### src/rtl/ibo_pkg.sv
package ibo_pkg;

  // Word widths on the stream ports
  localparam int IN_W      = 48;
  localparam int OUT_W     = 48;
  localparam int OUT_USED  = 42;
  localparam int OUT_PAD_W = OUT_W - OUT_USED;

  // Opcode group, bits 7-6 of the CB byte
  typedef enum logic [1:0] {
    GRP_SHIFT = 2'd0,
    GRP_BIT   = 2'd1,
    GRP_RES   = 2'd2,
    GRP_SET   = 2'd3
  } grp_t;

  // Rotate / shift operation, bits 5-3 in the shift group
  typedef enum logic [2:0] {
    OP_RLC = 3'd0,
    OP_RRC = 3'd1,
    OP_RL  = 3'd2,
    OP_RR  = 3'd3,
    OP_SLA = 3'd4,
    OP_SRA = 3'd5,
    OP_SLL = 3'd6,
    OP_SRL = 3'd7
  } sft_op_t;

  // Register code meaning (HL) only, no register copy
  localparam logic [2:0] REG_MEM_ONLY = 3'd6;
  // Bit number whose test drives S in BIT
  localparam logic [2:0] BIT_SIGN     = 3'd7;

  // T-state counts
  localparam logic [4:0] CYC_WRITE = 5'd23;
  localparam logic [4:0] CYC_BIT   = 5'd20;

  // Input word, last field in the low bits
  typedef struct packed {
    logic [7:0]  flags_in;
    logic [7:0]  mem_byte;
    logic [15:0] index_value;
    logic [7:0]  command;
    logic [7:0]  displacement;
  } in_word_t;

  // Output word, last field in the low bits
  typedef struct packed {
    logic [OUT_PAD_W-1:0] pad;
    logic [4:0]           cycle_count;
    logic [7:0]           flags_out;
    logic [2:0]           reg_select;
    logic                 reg_write;
    logic [7:0]           write_byte;
    logic                 mem_write;
    logic [15:0]          mem_address;
  } out_word_t;

  // Decode stage contents
  typedef struct packed {
    logic [15:0] addr;
    grp_t        grp;
    logic [2:0]  sel;
    logic [2:0]  rc;
    logic [7:0]  mask;
    logic [7:0]  val;
    logic [7:0]  flags;
  } s1_t;

  // Execute stage contents
  typedef struct packed {
    logic [15:0] addr;
    grp_t        grp;
    logic [7:0]  res;
    logic        cout;
    logic        bit_set;
    logic        bit_sign;
    logic [7:0]  flags;
    logic        mw;
    logic        rw;
    logic [2:0]  rs;
    logic [4:0]  cyc;
  } s2_t;

endpackage

### src/rtl/ibo_decode.sv
module ibo_decode
  import ibo_pkg::*;
(
  input  logic     clk,
  input  logic     rst_n,
  input  logic     up_valid,
  output logic     up_ready,
  input  in_word_t up_word,
  output logic     dn_valid,
  input  logic     dn_ready,
  output s1_t      dn_data
);

  logic valid_r, valid_nxt;
  s1_t  data_r, data_nxt;
  logic [15:0] sext;

  assign up_ready = !valid_r || dn_ready;

  // Effective address and field decode
  always_comb begin
    sext = {{8{up_word.displacement[7]}}, up_word.displacement};
    data_nxt.addr  = up_word.index_value + sext;
    data_nxt.grp   = grp_t'(up_word.command[7:6]);
    data_nxt.sel   = up_word.command[5:3];
    data_nxt.rc    = up_word.command[2:0];
    data_nxt.mask  = 8'd1 << up_word.command[5:3];
    data_nxt.val   = up_word.mem_byte;
    data_nxt.flags = up_word.flags_in;
  end

  always_comb begin
    valid_nxt = valid_r;
    if (up_ready) begin
      valid_nxt = up_valid;
    end
  end

  always_ff @(posedge clk) begin
    if (!rst_n) begin
      valid_r <= 1'b0;
    end else begin
      valid_r <= valid_nxt;
    end
  end

  always_ff @(posedge clk) begin
    if (up_ready && up_valid) begin
      data_r <= data_nxt;
    end
  end

  assign dn_valid = valid_r;
  assign dn_data  = data_r;

endmodule

### src/rtl/ibo_exec.sv
module ibo_exec
  import ibo_pkg::*;
(
  input  logic clk,
  input  logic rst_n,
  input  logic up_valid,
  output logic up_ready,
  input  s1_t  up_data,
  output logic dn_valid,
  input  logic dn_ready,
  output s2_t  dn_data
);

  logic valid_r, valid_nxt;
  s2_t  data_r, data_nxt;
  logic [7:0] v;
  logic       cin;
  logic       writes;

  assign up_ready = !valid_r || dn_ready;

  // Result byte, shifted-out bit and write controls
  always_comb begin
    v      = up_data.val;
    cin    = up_data.flags[0];
    writes = (up_data.grp != GRP_BIT);
    data_nxt.addr     = up_data.addr;
    data_nxt.grp      = up_data.grp;
    data_nxt.flags    = up_data.flags;
    data_nxt.bit_set  = |(v & up_data.mask);
    data_nxt.bit_sign = (up_data.sel == BIT_SIGN);
    data_nxt.res      = 8'd0;
    data_nxt.cout     = 1'b0;
    case (up_data.grp)
      GRP_SHIFT: begin
        case (sft_op_t'(up_data.sel))
          OP_RLC:  begin data_nxt.res = {v[6:0], v[7]};  data_nxt.cout = v[7]; end
          OP_RRC:  begin data_nxt.res = {v[0], v[7:1]};  data_nxt.cout = v[0]; end
          OP_RL:   begin data_nxt.res = {v[6:0], cin};   data_nxt.cout = v[7]; end
          OP_RR:   begin data_nxt.res = {cin, v[7:1]};   data_nxt.cout = v[0]; end
          OP_SLA:  begin data_nxt.res = {v[6:0], 1'b0};  data_nxt.cout = v[7]; end
          OP_SRA:  begin data_nxt.res = {v[7], v[7:1]};  data_nxt.cout = v[0]; end
          OP_SLL:  begin data_nxt.res = {v[6:0], 1'b1};  data_nxt.cout = v[7]; end
          default: begin data_nxt.res = {1'b0, v[7:1]};  data_nxt.cout = v[0]; end
        endcase
      end
      GRP_RES: data_nxt.res = v & ~up_data.mask;
      GRP_SET: data_nxt.res = v | up_data.mask;
      default: data_nxt.res = 8'd0;
    endcase
    data_nxt.mw  = writes;
    data_nxt.rw  = writes && (up_data.rc != REG_MEM_ONLY);
    data_nxt.rs  = data_nxt.rw ? up_data.rc : 3'd0;
    data_nxt.cyc = writes ? CYC_WRITE : CYC_BIT;
  end

  always_comb begin
    valid_nxt = valid_r;
    if (up_ready) begin
      valid_nxt = up_valid;
    end
  end

  always_ff @(posedge clk) begin
    if (!rst_n) begin
      valid_r <= 1'b0;
    end else begin
      valid_r <= valid_nxt;
    end
  end

  always_ff @(posedge clk) begin
    if (up_ready && up_valid) begin
      data_r <= data_nxt;
    end
  end

  assign dn_valid = valid_r;
  assign dn_data  = data_r;

endmodule

### src/rtl/ibo_flags.sv
module ibo_flags
  import ibo_pkg::*;
(
  input  logic      clk,
  input  logic      rst_n,
  input  logic      up_valid,
  output logic      up_ready,
  input  s2_t       up_data,
  output logic      dn_valid,
  input  logic      dn_ready,
  output out_word_t dn_word
);

  logic      valid_r, valid_nxt;
  out_word_t word_r, word_nxt;
  logic [7:0] r;
  logic [7:0] hi;
  logic       z;

  assign up_ready = !valid_r || dn_ready;

  // Flag byte and output word assembly
  always_comb begin
    r  = up_data.res;
    hi = up_data.addr[15:8];
    z  = !up_data.bit_set;
    case (up_data.grp)
      GRP_SHIFT: word_nxt.flags_out = {r[7], (r == 8'd0), r[5], 1'b0, r[3], ~^r, 1'b0,
                                       up_data.cout};
      GRP_BIT:   word_nxt.flags_out = {up_data.bit_sign && up_data.bit_set, z, hi[5], 1'b1,
                                       hi[3], z, 1'b0, up_data.flags[0]};
      default:   word_nxt.flags_out = up_data.flags;
    endcase
    word_nxt.pad         = '0;
    word_nxt.cycle_count = up_data.cyc;
    word_nxt.reg_select  = up_data.rs;
    word_nxt.reg_write   = up_data.rw;
    word_nxt.write_byte  = r;
    word_nxt.mem_write   = up_data.mw;
    word_nxt.mem_address = up_data.addr;
  end

  always_comb begin
    valid_nxt = valid_r;
    if (up_ready) begin
      valid_nxt = up_valid;
    end
  end

  always_ff @(posedge clk) begin
    if (!rst_n) begin
      valid_r <= 1'b0;
    end else begin
      valid_r <= valid_nxt;
    end
  end

  always_ff @(posedge clk) begin
    if (up_ready && up_valid) begin
      word_r <= word_nxt;
    end
  end

  assign dn_valid = valid_r;
  assign dn_word  = word_r;

endmodule

### src/rtl/indexed_bit_op_unit_top.sv
// Channel   Dir  Word                                            Handshake
// in_       in   48-bit word: operands of one DDCB/FDCB opcode   tvalid/tready
// out_      out  48-bit word: address, result, flags, T-states   tvalid/tready
//
// The pipe has three stages: decode/address, execute, flags. One word enters
// per cycle, and one word leaves per cycle, while out_tready stays high.
// Each stage holds its word until the next takes it, so out_tready low
// backs up stage by stage without loss; in_tready falls only when all full.
// rst_n (synchronous) clears the stage valid bits only.
module indexed_bit_op_unit_top
  import ibo_pkg::*;
(
  input  logic             clk,
  input  logic             rst_n,
  input  logic             in_tvalid,
  output logic             in_tready,
  // displacement[7:0], command[15:8], index_value[31:16], mem_byte[39:32],
  // flags_in[47:40]
  input  logic [IN_W-1:0]  in_tdata,
  output logic             out_tvalid,
  input  logic             out_tready,
  // mem_address[15:0], mem_write[16], write_byte[24:17], reg_write[25],
  // reg_select[28:26], flags_out[36:29], cycle_count[41:37], zero[47:42]
  output logic [OUT_W-1:0] out_tdata
);

  in_word_t  in_word;
  out_word_t out_word;
  s1_t       s1_data;
  s2_t       s2_data;
  logic      s1_valid, s1_ready;
  logic      s2_valid, s2_ready;

  assign in_word = in_tdata;

  ibo_decode u_decode (
    .clk      (clk),
    .rst_n    (rst_n),
    .up_valid (in_tvalid),
    .up_ready (in_tready),
    .up_word  (in_word),
    .dn_valid (s1_valid),
    .dn_ready (s1_ready),
    .dn_data  (s1_data)
  );

  ibo_exec u_exec (
    .clk      (clk),
    .rst_n    (rst_n),
    .up_valid (s1_valid),
    .up_ready (s1_ready),
    .up_data  (s1_data),
    .dn_valid (s2_valid),
    .dn_ready (s2_ready),
    .dn_data  (s2_data)
  );

  ibo_flags u_flags (
    .clk      (clk),
    .rst_n    (rst_n),
    .up_valid (s2_valid),
    .up_ready (s2_ready),
    .up_data  (s2_data),
    .dn_valid (out_tvalid),
    .dn_ready (out_tready),
    .dn_word  (out_word)
  );

  assign out_tdata = out_word;

endmodule

### config.mk
export PLATFORM = sky130hd
export DESIGN_NAME = indexed_bit_op_unit_top
export DESIGN_NICKNAME = d
export VERILOG_FILES = /design/src/rtl/ibo_pkg.sv /design/src/rtl/ibo_decode.sv /design/src/rtl/ibo_exec.sv /design/src/rtl/ibo_flags.sv /design/src/rtl/indexed_bit_op_unit_top.sv
export SDC_FILE = /design/constraint.sdc
export NUM_CORES = 1
export LEC_CHECK = 0
export BUFFER_PORTS_ARGS = -buffer_cell sky130_fd_sc_hd__buf_4
export CAP_MARGIN = 20
export CORE_ASPECT_RATIO = 0.8
export CORE_MARGIN = 4
export CORE_UTILIZATION = 46
export DETAILED_ROUTE_END_ITERATION = 8
export PLACE_DENSITY = 0.68
export SLEW_MARGIN = 20
export SYNTH_ARGS = -nofsm -noshare
export SYNTH_HDL_FRONTEND = slang
export SYNTH_HIERARCHICAL = 1
export SYNTH_SLANG_ARGS = --single-unit
### constraint.sdc
create_clock -name clk -period 2.65 [get_ports clk]
set_clock_uncertainty 0.1 [all_clocks]
set_input_delay 0.265 -clock clk [delete_from_list [all_inputs] [get_ports clk]]
set_output_delay 0.265 -clock clk [all_outputs]
set_load 0.05 [all_outputs]
After elaboration in Yosys (flattened, before gate mapping). Cells that the tools add are included.

Input bits: 52. Flip-flop bits (word level): 140. Output and inout bits: 50.

Mux-type cells: 4. Reduce and logical (&&, ||, !) cells: 18. Shifts and indexed selects: 1. Bitwise gates (word level): 4. $add $sub $neg: 1. Equality and inequality tests: 12.

Operators by type and width (count): one-hot mux 9 bit (7 select lines) (1); one-hot mux 8 bit (3 select lines) (1); adder 16 bit (1); bitwise AND 8 bit (2); one-hot mux 8 bit (2 select lines) (1); equality test 3 bit, second input constant (4); zero test 8 bit (1); inverter 8 bit (1); bitwise OR 8 bit (1); OR reduction 8 bit (1); XNOR reduction 8 bit (1); << shifter 1 x 3 -> 8 bit, first input constant (1); equality test 3 x 2 -> 1 bit, second input constant (2); logical AND 1 bit (5); equality test 2 bit, second input constant (2); zero test 1 bit (4); zero test 2 bit (2); equality test 3 x 1 -> 1 bit, second input constant (1); zero test 3 bit (1); logical OR 1 bit (3); inequality test 3 bit, second input constant (1); equality test 2 x 1 -> 1 bit, second input constant (1); two-way mux 2 bit (1); inequality test 2 x 1 -> 1 bit, second input constant (1).

Depth between registers and ports, before layout. Gate-level depths: netlist of run 1.

Depth in word-level cells: 5. Mapped depth: 7. Depth with buffers taken out: 7.

Cells and area by module. Netlist of run 1, hierarchy kept.

Modules (own cells, without submodules): ibo_decode (times used 1, cells each 165, sequential area each 1461.4 µm², area each 2306.0 µm²); ibo_exec (times used 1, cells each 114, sequential area each 1281.2 µm², area each 1778.0 µm²); ibo_flags (times used 1, cells each 91, sequential area each 1281.2 µm², area each 1612.8 µm²).

Worst setup path after synthesis of run 1. OpenSTA, ideal clock, no wires.

Path type: register -> register. From: register u_flags.valid_r, in the netlist u_flags/dn_valid. To: register u_decode.data_r (netlist bit u_decode/dn_data[0]), enable pin. Period minus slack after synthesis: 2.957 ns. Path slack: -0.307 ns. Data arrival time: 2.447 ns. Stages on the path, launching flop included: 5. Path through: dfxtp_1 > nand2b_1 > nand2b_1 > nand2b_1 > and2_1.

Longest elaborated chain between the ends: 5.

RTL lines: from (decl) (RTL line ibo_flags.sv:14) `logic valid_r, valid_nxt;`; from (signal assigned) (RTL line ibo_flags.sv:54) `valid_r <= valid_nxt;`; zero test 1 bit (RTL line ibo_flags.sv:20) `assign up_ready = !valid_r || dn_ready;`; logical OR 1 bit (RTL line ibo_flags.sv:20); net s2_ready (RTL line indexed_bit_op_unit_top.sv:32) `logic s2_valid, s2_ready;`; logical OR 1 bit (RTL line ibo_exec.sv:20) `assign up_ready = !valid_r || dn_ready;`; net s1_ready (RTL line indexed_bit_op_unit_top.sv:31) `logic s1_valid, s1_ready;`; logical OR 1 bit (RTL line ibo_decode.sv:18) `assign up_ready = !valid_r || dn_ready;`; net in_tready (RTL line indexed_bit_op_unit_top.sv:16) `output logic in_tready,`; logical AND 1 bit (RTL line ibo_decode.sv:48) `if (up_ready && up_valid) begin`; to (signal assigned) (RTL line ibo_decode.sv:49) `data_r <= data_nxt;`; to (decl) (RTL line ibo_decode.sv:15) `s1_t data_r, data_nxt;`.

The timed path passes the listed nets, and every way through them passes these cells. A chain may end at the register's enable or synchronous reset.

==> results of run 1 <==
==> cell usage after synthesis, types with 2 or more instances <==
master / instances
a21oi_1: 8
o21a_1: 4
ha_1: 19
nor2_1: 15
xnor2_1: 9
inv_1: 15
nor2b_1: 7
o21ai_0: 13
o311ai_0: 2
xor2_1: 5
a22oi_1: 4
conb_1: 3
and2_1: 6
and3_1: 4
buf_4: 13
o211ai_1: 3
buf_2: 2
a21boi_0: 5
clkbuf_1: 3
nand3_1: 8
edfxtp_1: 132
a21o_1: 5
nand2b_1: 7
mux2i_1: 10
dfxtp_1: 3
nor3b_1: 5
mux2_2: 10
nor3_1: 3
and3b_1: 2
nand2_1: 17
nand4_1: 4
==> registers in the layout (all words and copies together) (netlist names) <==
name	count
u_exec/dn_valid	1
u_flags/dn_valid	1
u_decode/dn_valid	1
u_exec/dn_data	42
u_decode/dn_data	48
u_flags/dn_word	42
==> logic make-up (layout without fill, tap and decap cells) <==
group	Yosys count	in the layout
xor+xnor	14	14
fa+ha+maj	20	20
other cells	3	9
buf+inv	36	171
compound gates	59	59
flops	135	135
mux	20	20
simple gates	83	83
==> final cells by class <==
| class | count | area [um2] |
|---|---|---|
| clock buffers | 18 | 429 |
| clock inverters | 14 | 128 |
| fillers | 946 | 4840 |
| inverters | 15 | 56.3 |
| multi-input cells | 205 | 1510 |
| flip-flops and latches | 135 | 4020 |
| well taps | 152 | 190 |
| repair buffers | 124 | 991 |
==> path summary, 6_finish.rpt <==
check | startpoint | end | slack, ps
min reg2reg | u_exec/dn_data[38] | u_flags/dn_word[7] | 310
min | in_tvalid | u_decode/dn_valid | 30
max reg2reg | u_flags/dn_valid | u_decode/dn_data[30] | 820
max | in_tdata[4] | u_decode/dn_data[45] | 570
==> what timing repair did <==
item | in CTS | in global routing
setup endpoints to repair | 0 | 0
hold buffers | 24 | 0
endpoints found under the hold margin | 24 | 0
resized for setup | 0 | 0
==> where the power goes <==
group	switching, mW	total [mW]	internal (mW)
combinational	0.304	0.542	0.237
clock	0.858	2.15	1.30
sequential	0.0576	2.56	2.50
==> layer usage <==
| metal | vias to the layer above | global-route usage, % |
|---|---|---|
| li1 | 1644 | - |
| met4 | 0 | 5.56 |
| met3 | 6 | 4.91 |
| met5 | - | 0 |
| met2 | 106 | 23.9 |
| met1 | 1585 | 18.4 |
==> per-stage QoR <==
stage | worst slack (ps) | cell area (um2) | hold slack, ps | utilization, % | total power [mW]
2_1_floorplan | 186 | 5720 | 264 | - | 2.95
3_3_place_gp | 202 | 6530 | 302 | 53.7 | 3.10
3_5_place_dp | 172 | 6530 | 305 | 53.7 | 3.12
4_1_cts | 492 | 7320 | 19.6 | 60.2 | 5.31
5_1_grt | 459 | 7320 | 26.9 | 60.2 | 5.48
6_report | 571 | 7320 | 34.8 | 60.2 | 5.26
==> placed cells by master, fill, tap and decap left out, types with 13 or more instances in the layout <==
| cell | Yosys | final |
|---|---|---|
| buf_4 | 13 | 100 |
| clkbuf_16 | 0 | 17 |
| dlygate4sd3_1 | 0 | 24 |
| edfxtp_1 | 132 | 132 |
| ha_1 | 19 | 19 |
| inv_1 | 15 | 15 |
| nand2_1 | 17 | 17 |
| nor2_1 | 15 | 15 |
| o21ai_0 | 13 | 13 |
==> worst min-delay path, cell delays in order <==
cell and delay [ps]:
buf_4 110, inv_1 40, a21boi_0 70
==> flow_summary_export.csv, run 1 <==
group,metric,value,unit
outcome,outcome,"finished clean",
logic_synthesis,synth_cells,370,
layout,n_antenna_cell,0,
die,initial_core_util,46.8,%
routing,drt-initial-drc-count,211,
clock_tree,clkLatencyLatePin,400,ps
routing,top_layer,"met4",
routing,wirelength,10.0,mm
clock_tree,cts_buffers,17,
routing,wl_met3,590,um
logic_synthesis,synthDistinctLibCells,55,
logic_synthesis,yosysSeqAreaShare,70.6,%
logic_synthesis,ys_ff_latch,135,
logic_synthesis,ys_warn_count,6,
logic_synthesis,yosys.area.top_type,"edfxtp_1",
logic_synthesis,synth_compound_area_share,7.49,%
timing,tightest_slew,664,ps
routing,viasPerCell,5.04,
clock_tree,cts_tree,"yes",
routing,route.met2.wl,4.83,mm
die,die-area,0.0142,mm2
critical_path,cp.depth,7,
logic_synthesis,synth.mux.area_fraction,3.73,%
routing,firstDrtPassIters,4,
critical_path,path_delay_family,"compound AO/OA/AOI/OAI gates",
logic_synthesis,synthSimpleGateAreaFrac,7.84,%
logic_synthesis,synth_edf_count,132,
critical_path,crit_buf_inv,1,
placement,port_buffers,95,
timing,hold_viol_final,0,
critical_path,end_kind,"flop",
routing,ant_nets,0,
flow_run,maxCapViolations,0,
die,rows,36,
clock_tree,post-cts-setup-buffers,0,
critical_path,rr_worst_depth,4,
pwr,max-vdd-ir-drop,439,uV
logic_synthesis,yosysTopAreaCellShare,69.6,%
critical_path,critical_path.max_stage_delay,460,ps
min_path,holdPathStages,3,
routing,via_count,3341,
logic_synthesis,synthArstFlopShare,0,%
routing,met1_length,4.50,mm
timing,max_freq,481,MHz
global_routing,grt_antenna_before_repair,0,
logic_synthesis,synthXorXnorAreaFrac,2.15,%
placement,place.gp.congestion,0.796,
min_path,min_path_type,"in -> reg",
pwr,power_leakage,2.84,nW
timing,period_minus_slack,2080,ps
clock_tree,htreeDepth,4,
timing,fin_crit_sh,78.5,%
global_routing,grt.total_usage,14.7,%
critical_path,worstPathRequired,2740,ps
timing,tns,0,ps
critical_path,crit_chain,"buf_4 -> ha_1 -> a21o_1 -> a31o_2 -> o211ai_1 -> nand2_1 -> a221oi_1",
global_routing,grt-ovfl-total,0,
timing,finalMaxSlewViolations,0,
clock_tree,cts_num_sinks,135,
logic_synthesis,avgSynthCellArea,15.4,um2
die,die_width,132,um
logic_synthesis,synthAdderAreaFrac,4.52,%
critical_path,path_class,"in -> reg",
timing,grt_setup_unrepaired,"no",
die,die_y,108,um
clock_tree,cts_root_buf,"clkbuf_16",
critical_path,slowest_stage,"o211ai_1",
logic_synthesis,netlist_area,0.00570,mm2
die,coreArea,0.0122,mm2
routing,routedWlPerCell,15.1,um
layout,drive_above_1_share,29.4,%
logic_synthesis,netlist_top_cells_area,"edfxtp_1 (70%), ha_1 (4.2%), mux2_2 (2.0%)",
layout,areaGrowthSynthToFinish,28.6,%
placement,hpwl,6.95,mm
global_routing,grt_start_max_net_pins,49,
timing,final-setup-viol-count,0,
global_routing,grt_pass1_vias,3224,
logic_synthesis,ys.flop_type,"edfxtp_1",
critical_path,path_max_fanout,5,
die,io-pin-count,102,
logic_synthesis,synth_top_family_by_area,"simple AND/OR/NAND/NOR gates",
critical_path,start_kind,"input port",
critical_path,arrival,2160,ps
layout,finalNonFillerCells,663,
layout,nNetsFinal,570,
global_routing,grt_pass1_wl,16.1,mm
timing,slew-limit-headroom,55.7,%
pwr,powerDensity,718,mW/mm2
clock_tree,clk_path_buf_depth,2,
clock_tree,clk_pin_slew_worst_paths,50,ps
placement,dpl.cell_count,607,
routing,drc,0,
Note: power is estimated with default switching activity, not from simulation.
==> run 2: changes to the inputs <==
--- a/config.mk
+++ b/config.mk
@@ -11,7 +11,7 @@
 export CORE_MARGIN = 4
 export CORE_UTILIZATION = 46
 export DETAILED_ROUTE_END_ITERATION = 8
-export PLACE_DENSITY = 0.68
+export PLACE_DENSITY = 0.7
 export SLEW_MARGIN = 20
 export SYNTH_ARGS = -nofsm -noshare
 export SYNTH_HDL_FRONTEND = slang
==> constraint.sdc (replaced) <==
create_clock -name clk -period 1.9 [get_ports clk]
set_clock_uncertainty 0.1 [all_clocks]
set_input_delay 0.19 -clock clk [delete_from_list [all_inputs] [get_ports clk]]
set_output_delay 0.19 -clock clk [all_outputs]
set_load 0.05 [all_outputs]
==> run 2 against run 1 <==
  * First-iteration DRC count is 11% lower
  * Combinational power is 55% higher
  * Flip-flop and latch count stayed put
  * Non-clock buffer count is 27 higher
  * Sequential share of layout area is 1.7 points lower
  * Sequential power is 39% higher
  * Setup slack worse by 500 ps
  * Register-to-register slack worse by 700 ps
  * Wire length is 2.6% lower
  * Critical endpoint is now u_decode/dn_data[40]
==> flow_summary_export.csv, run 2 (synthesis gave the netlist of run 1 again) <==
group,metric,value,unit
routing,viasPerCell,4.92,
timing,period_minus_slack,1830,ps
pwr,power_leakage,2.99,nW
clock_tree,clk_pin_slew_worst_paths,50,ps
critical_path,crit_end,"u_decode/dn_data[40]",
critical_path,end_kind,"flop",
outcome,outcome,"finished clean",
timing,fin_ws,74.1,ps
clock_tree,cts_num_sinks,135,
critical_path,path_max_fanout,3,
min_path,min_path_type,"in -> reg",
critical_path,reg2reg_from,"u_flags/dn_valid",
die,coreArea,0.0122,mm2
layout,finalNonFillerCells,689,
timing,finalMaxSlewViolations,0,
layout,areaGrowthSynthToFinish,32.7,%
layout,nNetsFinal,597,
clock_tree,htreeDepth,4,
global_routing,grt_pass1_vias,3438,
layout,final_cell_mix,"edfxtp_1 (132), buf_4 (123), dlygate4sd3_1 (28), ha_1 (18)",
critical_path,regToRegEndpoint,"u_decode/dn_data[31]",
timing,final-setup-viol-count,0,
critical_path,rr_worst_depth,4,
critical_path,critical_path.max_stage_delay,370,ps
clock_tree,cts_tree,"yes",
die,rows,36,
clock_tree,cts_root_buf,"clkbuf_16",
critical_path,crit_chain,"buf_4 -> ha_4 -> fa_2 -> a21o_1 -> a221oi_4 -> buf_4 -> buf_4 -> nor2_1 -> nor3_1 -> nor2_1",
routing,firstDrtPassIters,5,
timing,hold_viol_final,0,
layout,final_common_cell,"edfxtp_1",
clock_tree,clk_path_buf_depth,2,
layout,largest_reg_flops,48,
routing,wirelength,9.75,mm
die,initial_core_util,46.8,%
clock_tree,clkLatencyLatePin,400,ps
layout,drive_above_1_share,32.2,%
pwr,powerDensity,979,mW/mm2
routing,drt-initial-drc-count,188,
die,die_width,132,um
pwr,max-vdd-ir-drop,626,uV
placement,port_buffers,95,
global_routing,grt_pass1_wl,15.9,mm
routing,ant_nets,0,
layout,n_antenna_cell,0,
timing,tightest_slew,964,ps
die,die_y,108,um
placement,place.gp.congestion,0.833,
global_routing,grt_start_max_net_pins,49,
placement,hpwl,6.86,mm
critical_path,cpMostUsedCell,"buf_4",
timing,max_freq,548,MHz
timing,whs,70.9,ps
global_routing,grt-ovfl-total,0,
timing,slew-limit-headroom,35.7,%
die,io-pin-count,102,
timing,grt_setup_unrepaired,"no",
die,die-area,0.0142,mm2
timing,fin_crit_sh,96.1,%
critical_path,start_kind,"input port",
clock_tree,cts_buffers,17,
placement,pre_cts_slack,-369,ps
global_routing,grt_antenna_before_repair,0,
critical_path,path_class,"in -> reg",
critical_path,worstPathRequired,1950,ps
routing,routedWlPerCell,14.1,um
routing,drc,0,
critical_path,critPathLaunch,"in_tdata[0]",
critical_path,arrival,1870,ps
routing,via_count,3390,
global_routing,grt.total_usage,14.3,%
flow_run,maxCapViolations,0,
placement,dpl.cell_count,629,
critical_path,slowest_stage,"fa_2",
critical_path,rrSetupSlack,120,ps
run 2: final cells by class:
cell class,instances,area (um2)
clock inverters,10,106
clock buffers,21,440
repair buffers,151,1200
multi-input cells,205,1540
fillers,941,4600
inverters,15,56.3
flip-flops and latches,135,4030
well taps,152,190
run 2: timing repair:
| item | 4_1_cts | 5_1_grt |
|---|---|---|
| hold buffers | 28 | 0 |
| gates resized for setup | 1 | 0 |
| setup buffers | 0 | 1 |
| setup endpoints to repair | 42 | 1 |
| endpoints found under the hold margin | 28 | 0 |
| pin swaps | 0 | 1 |
run 2: how the worst min path moves through the flow:
stage	startpoint	endpoint	slack, ps	cells after the start
6_report	in_tdata[17]	u_decode/dn_data[33]	70	2
5_1_grt	in_tdata[17]	u_decode/dn_data[33]	60	2
4_1_cts	in_tdata[17]	u_decode/dn_data[33]	50	2
3_5_place_dp	in_tdata[43]	u_decode/dn_data[3]	270	1
3_3_place_gp	in_tdata[43]	u_decode/dn_data[3]	270	1
2_1_floorplan	in_tdata[40]	u_decode/dn_data[0]	190	0
run 2: per-layer routing:
metal | up-vias | track usage [%] | part of all wire (%)
li1 | 1693 | - | -
met2 | 97 | 24.8 | 52
met5 | - | 0 | 0
met1 | 1587 | 16.2 | 41
met4 | 0 | 6.75 | 1.7
met3 | 13 | 4.67 | 5.1
run 2: through the flow:
step                      setup TNS [ps]  cell area, um2  total power, mW  util, %
after detailed placement           -2200            6730             4.42     55.3
after global routing                   0            7560             7.71     62.2
after CTS                              0            7550             7.49     62.1
final                                  0            7560             7.40     62.2
after global placement             -1680            6730             4.39     55.3
after floorplan                     -257            5760             4.12        -
run 2: worst max-delay path, delay by kind of cell:
family | cells | cell delay [ps]
fa+ha+maj | 2 | 530
simple gates | 3 | 240
buf+inv | 3 | 390
compound gates | 2 | 520
run 2: power breakdown:
| group | leakage [nW] | switching (mW) | internal, mW |
|---|---|---|---|
| combinational | 1.44 | 0.443 | 0.397 |
| sequential | 1.28 | 0.0716 | 3.49 |
| clock | 0.270 | 1.09 | 1.91 |
